## src/rtl/sh2bp_pkg.sv

```systemverilog
// Package for the sensor hit to body polar converter.
// Holds field widths, fixed-point constants, the CORDIC pipeline item type
// and the arctangent table. No dependencies.
`default_nettype none

package sh2bp_pkg;

  localparam int CORDIC_STAGES_DEF = 16;

  localparam int XIN_W  = 20;   // sensor-frame coordinate width
  localparam int TAG_W  = 16;
  localparam int REG_W  = 16;   // configuration register width
  localparam int BODY_W = 21;   // body-frame coordinate width
  localparam int BRG_W  = 16;
  localparam int RNG_W  = 21;

  localparam int FWD_W  = 21;   // radius plus forward coordinate
  localparam int PROD_W = 37;   // 21 x 16 signed product
  localparam int SUM_W  = 39;
  localparam int PT_W   = 24;   // rounded body point before saturation
  localparam int GUARD  = 8;
  localparam int XW     = 34;   // CORDIC x and y width
  localparam int ZW     = 25;   // CORDIC angle width, 2^-16 degree

  localparam int S_DATA_W = 56;
  localparam int M_DATA_W = 96;
  localparam int CFG_IDX_W = 2;

  localparam logic [1:0] REG_MOUNT_COS   = 2'd0;
  localparam logic [1:0] REG_MOUNT_SIN   = 2'd1;
  localparam logic [1:0] REG_BODY_RADIUS = 2'd2;

  localparam logic signed [REG_W-1:0] MOUNT_COS_RST = 16'sd16384;

  localparam logic signed [ZW-1:0]     DEG90       = 25'sd5898240;
  localparam logic [23:0]              INV_GAIN    = 24'd10187902;
  localparam logic signed [BRG_W:0]    BEARING_LIM = 17'sd23040;
  localparam logic signed [PT_W-1:0]   BODY_MAX    = 24'sd1048575;
  localparam logic signed [PT_W-1:0]   BODY_MIN    = -24'sd1048576;
  localparam logic [25:0]              RANGE_MAX   = 26'd2097151;

  typedef struct packed {
    logic signed [XW-1:0]     x;
    logic signed [XW-1:0]     y;
    logic signed [ZW-1:0]     z;
    logic                     zero;
    logic signed [BODY_W-1:0] body_x;
    logic signed [BODY_W-1:0] body_y;
    logic [TAG_W-1:0]         tag;
  } cordic_item_t;

  // atan(2^-i) in 2^-16 degree.
  function automatic logic [ZW-1:0] atan_val(input int idx);
    logic [ZW-1:0] v;
    case (idx)
      0:  v = 25'd2949120;
      1:  v = 25'd1740967;
      2:  v = 25'd919879;
      3:  v = 25'd466945;
      4:  v = 25'd234379;
      5:  v = 25'd117304;
      6:  v = 25'd58666;
      7:  v = 25'd29335;
      8:  v = 25'd14668;
      9:  v = 25'd7334;
      10: v = 25'd3667;
      11: v = 25'd1833;
      12: v = 25'd917;
      13: v = 25'd458;
      14: v = 25'd229;
      15: v = 25'd115;
      16: v = 25'd57;
      17: v = 25'd29;
      18: v = 25'd14;
      19: v = 25'd7;
      20: v = 25'd4;
      21: v = 25'd2;
      22: v = 25'd1;
      default: v = 25'd0;
    endcase
    return v;
  endfunction

endpackage

`default_nettype wire

```

## src/rtl/sh2bp_cordic_stage.sv

```systemverilog
// One vectoring CORDIC iteration as a pipeline register stage.
// Depends on sh2bp_pkg for the item type and the arctangent table.
`default_nettype none

module sh2bp_cordic_stage #(
  parameter int STAGE_IDX = 0
) (
  input  wire logic                      clk,
  input  wire logic                      rst,
  input  wire logic                      en,
  input  wire logic                      in_valid,
  input  wire sh2bp_pkg::cordic_item_t   in_item,
  output logic                           out_valid,
  output sh2bp_pkg::cordic_item_t        out_item
);
  import sh2bp_pkg::*;

  localparam logic signed [ZW-1:0] ATAN = atan_val(STAGE_IDX);

  logic signed [XW-1:0] x_sh;
  logic signed [XW-1:0] y_sh;
  cordic_item_t         item_next;

  assign x_sh = in_item.x >>> STAGE_IDX;
  assign y_sh = in_item.y >>> STAGE_IDX;

  always_comb begin
    item_next = in_item;
    // Rotate toward the x axis; y exactly zero counts as not positive.
    if (in_item.y > 0) begin
      item_next.x = in_item.x + y_sh;
      item_next.y = in_item.y - x_sh;
      item_next.z = in_item.z + ATAN;
    end else begin
      item_next.x = in_item.x - y_sh;
      item_next.y = in_item.y + x_sh;
      item_next.z = in_item.z - ATAN;
    end
  end

  always_ff @(posedge clk) begin
    if (rst) begin
      out_valid <= 1'b0;
    end else if (en) begin
      out_valid <= in_valid;
    end
  end

  always_ff @(posedge clk) begin
    if (en) begin
      out_item <= item_next;
    end
  end

endmodule

`default_nettype wire

```

## config.mk

```make
export PLATFORM = sky130hd
export DESIGN_NAME = sh2bp_cordic_stage
export DESIGN_NICKNAME = d
export VERILOG_FILES = /design/src/rtl/sh2bp_pkg.sv /design/src/rtl/sh2bp_cordic_stage.sv
export SDC_FILE = /design/constraint.sdc
export NUM_CORES = 1
export LEC_CHECK = 0
export BUFFER_PORTS_ARGS = -buffer_cell sky130_fd_sc_hd__buf_2
export CAP_MARGIN = 20
export CORE_MARGIN = 4
export CORE_UTILIZATION = 54
export CTS_CLUSTER_SIZE = 24
export DETAILED_ROUTE_END_ITERATION = 8
export PLACE_DENSITY = 0.83
export SYNTH_ARGS = -nofsm -noshare
export SYNTH_HDL_FRONTEND = slang
export SYNTH_SLANG_ARGS = --single-unit
```

## constraint.sdc

```tcl
create_clock -name clk -period 7 [get_ports clk]
set_input_delay 0.35 -clock clk [delete_from_list [all_inputs] [get_ports clk]]
set_output_delay 0.35 -clock clk [all_outputs]
set_load 0.1 [all_outputs]
```

==> results_dict.tcl <==
set metrics [dict create \
    synth.largest_area_cell "edfxtp_1" \
    synth.area.top_cells "edfxtp_1 (43%), ha_1 (13%), a21oi_1 (5.6%), xnor2_1 (5.0%), inv_1 (3.9%)" \
    synth_area_um2 10600 \
    p_leak_nw 5.81 \
    drcViolationCount 0 \
    ir_drop_mv 0.161 \
    intPower_mw 2.00 \
    htreeDepth 4 \
    hold_path.class "input port to register" \
    ys_top_cells_by_count "edfxtp_1 (151), a21oi_1 (118), inv_1 (109)" \
    timing.fmax_mhz 296 \
    rsz0062_at_grt "no" \
    crit_path_top_delay_cell "buf_4" \
    finalNetCount 1623 \
    cts_root_buffer "clkbuf_16" \
    routedWlPerCell_um 21.3 \
    hold_buffers 0 \
    numCtsBuffers 17 \
    critPathMaxFanout 73 \
    cts_buffer_depth 2 \
    timing.final.crit_share_pct 48.2 \
    grt-ovfl-total 0 \
    worstSetupPathType "input port to register" \
    ioPinCount 309 \
    clock_latency_ns 0.42 \
    crit_required_ns 7.18 \
    syn_inst 1071 \
    combPwrFrac_pct 42.4 \
    dr.pass1.iters 6 \
    die_w_um 148 \
    dr.first_iter.drc_count 976 \
    grt_pass1_wl_mm 51.6 \
    fin_crit_ns 3.37 \
    tightestPinTransition_ns 0.857 \
    cap_violations 0 \
    post_synth.cell_area_avg_um2 9.87 \
    synthToLayoutAreaGrowth_pct 22.1 \
    synth.most_common_cell "edfxtp_1" \
    dpl.hpwl_mm 27.2 \
    crit_family "compound AO/OA/AOI/OAI gates" \
    synth_edf_count 151 \
    start_kind "input port" \
    seq_power_share_pct 31.7 \
    clock_skew_ns 0 \
    crit_chain "buf_2 > nor4_1 > nand4_1 > nor2_1 > a21o_2 > buf_4 > ha_1 > a21o_1 > a21oi_1 > o21ai_0 > a21oi_1 > o21bai_1 > a21oi_1 > xnor2_1" \
    antenna_left 0 \
    route.vias.total 9592 \
    yosysSeqAreaShare_pct 43.1 \
    core_area_um2 19000 \
    grtUsageTotal_pct 30.5 \
    grt_pass1_vias 9212 \
    routabilityCongestion 0.976 \
    cts_tree "built" \
    synthFlopType "edfxtp_1" \
    status "completed" \
    pwr-share-clk_pct 26.0 \
    post-cts-setup-buffers 0 \
    ctsResizeCount 0 \
    synthArstFlopShare_pct 0 \
    crit_arrival_ns 3.55 \
    portBuffers 308 \
    final-setup-viol-count 0 \
    start_util_pct 55.8 \
    rows 50 \
    grt_max_degree 85 \
    drt_wl_total_mm 34.8 \
    dieArea_um2 21900 \
    setup_tns_ns 0 \
    cts_sinks 152 \
    synth_nets 1337 \
    worst_path_largest_cell_delay_ns 0.61 \
    antenna_found_initial 6 \
    hold_ws_ns 0.0807 \
    crit_top_cell "a21oi_1" \
    synth_top_area_share_pct 42.9 \
    relSlewSlack_pct 42.9 \
    path_clk_slew_ns 0.07 \
    die_y_um 148 \
    drive_above_1_share_pct 26.5 \
    power.density_nw_per_um2 288 \
    vias_per_cell 5.87 \
    critPathBufInv 2 \
    fill_cells 1503 \
    switching_share_pct 46.2 \
    hold_viol_final 0 \
    synth-seq-cells 152 \
    netSwitchingPower_mw 1.72 \
    cp-end-kind "register" \
    slew_violations 0 \
    yosysWarnings 0 \
    synth_cell_type_count 70 \
]
-- sequential cells by signal (all words and copies together) (netlist names) --
signal and cells:
out_item 151, out_valid 1
-- stage by stage --
stage	instances	setup slack (ns)	power [mW]	instance area, µm²	util [%]
CTS	1630	3.68	3.72	12900	68.0
global placement	1598	3.22	2.75	12300	64.8
global route	1634	3.32	3.85	12900	68.0
detailed placement	1598	3.23	2.76	12300	64.8
floorplan	1071	3.72	2.43	10600	-
finish	1635	3.63	3.72	12900	68.1
-- power groups by stage --
stage | combinational (mW) | clock, mW | sequential, mW
finish | 1.58 | 0.966 | 1.18
global route | 1.64 | 1.02 | 1.19
CTS | 1.57 | 0.980 | 1.18
detailed placement | 1.56 | 0 | 1.20
global placement | 1.55 | 0 | 1.19
floorplan | 0.427 | 0 | 2.00
-- worst paths after layout --
kind / from / endpoint / slack (ns) / cells past startpoint
worst max-delay path: in_item[101] / out_item[82]$_DFFE_PP_ / 3.63 / 14
worst max register to register: out_valid$_SDFFE_PP0P_ / out_valid$_SDFFE_PP0P_ / 6.42 / 2
worst min-delay path: rst / out_valid$_SDFFE_PP0P_ / 0.08 / 2
worst min register to register: out_valid$_SDFFE_PP0P_ / out_valid$_SDFFE_PP0P_ / 0.50 / 2
-- cell type report --
type / instances / area (µm²) / share of cell area (%)
diodes: 5 / 12.5 / 0.0970
clock buffers: 18 / 429 / 3.33
clock inverters: 14 / 176 / 1.37
inverters: 111 / 417 / 3.23
multi-input cells: 763 / 5410 / 41.9
flip-flops and latches: 152 / 4550 / 35.3
well taps: 260 / 325 / 2.52
repair buffers: 312 / 1580 / 12.2
-- layer usage --
| metal | vias to the layer above | part of all wire (%) | global-route usage, % |
|---|---|---|---|
| met5 | - | 0.14 | 0 |
| li1 | 4419 | - | - |
| met1 | 4532 | 37 | 36.2 |
| met2 | 537 | 50 | 52.6 |
| met4 | 6 | 3.9 | 12.6 |
| met3 | 98 | 9.0 | 8.22 |
-- cells in the final DEF (no fill, tap or decap), types with 11 or more instances in the layout --
| cell | synthesis | routed |
|---|---|---|
| clkbuf_16 | 0 | 17 |
| o21ai_0 | 74 | 74 |
| buf_2 | 8 | 307 |
| ha_1 | 106 | 106 |
| nand2_1 | 45 | 45 |
| nand2b_1 | 11 | 11 |
| a21oi_1 | 118 | 118 |
| nor3_1 | 16 | 16 |
| mux2i_1 | 13 | 13 |
| a21o_1 | 21 | 20 |
| nor2_1 | 85 | 85 |
| edfxtp_1 | 151 | 151 |
| inv_1 | 109 | 108 |
| nand4_1 | 16 | 16 |
| o21a_1 | 11 | 11 |
| xnor2_1 | 60 | 60 |
| xor2_1 | 15 | 15 |
| o21bai_1 | 27 | 27 |
-- logic make-up after synthesis --
kind of cell / share of synthesized area, %
adder cells (fa/ha/maj): 13.3
flip-flops: 43.1
AND/OR/NAND/NOR: 10.3
AO/OA/AOI/OAI: 20.1
buffers and inverters: 5.74
multiplexers: 1.23
XOR/XNOR: 6.22
(Power assumes the default switching activity.)
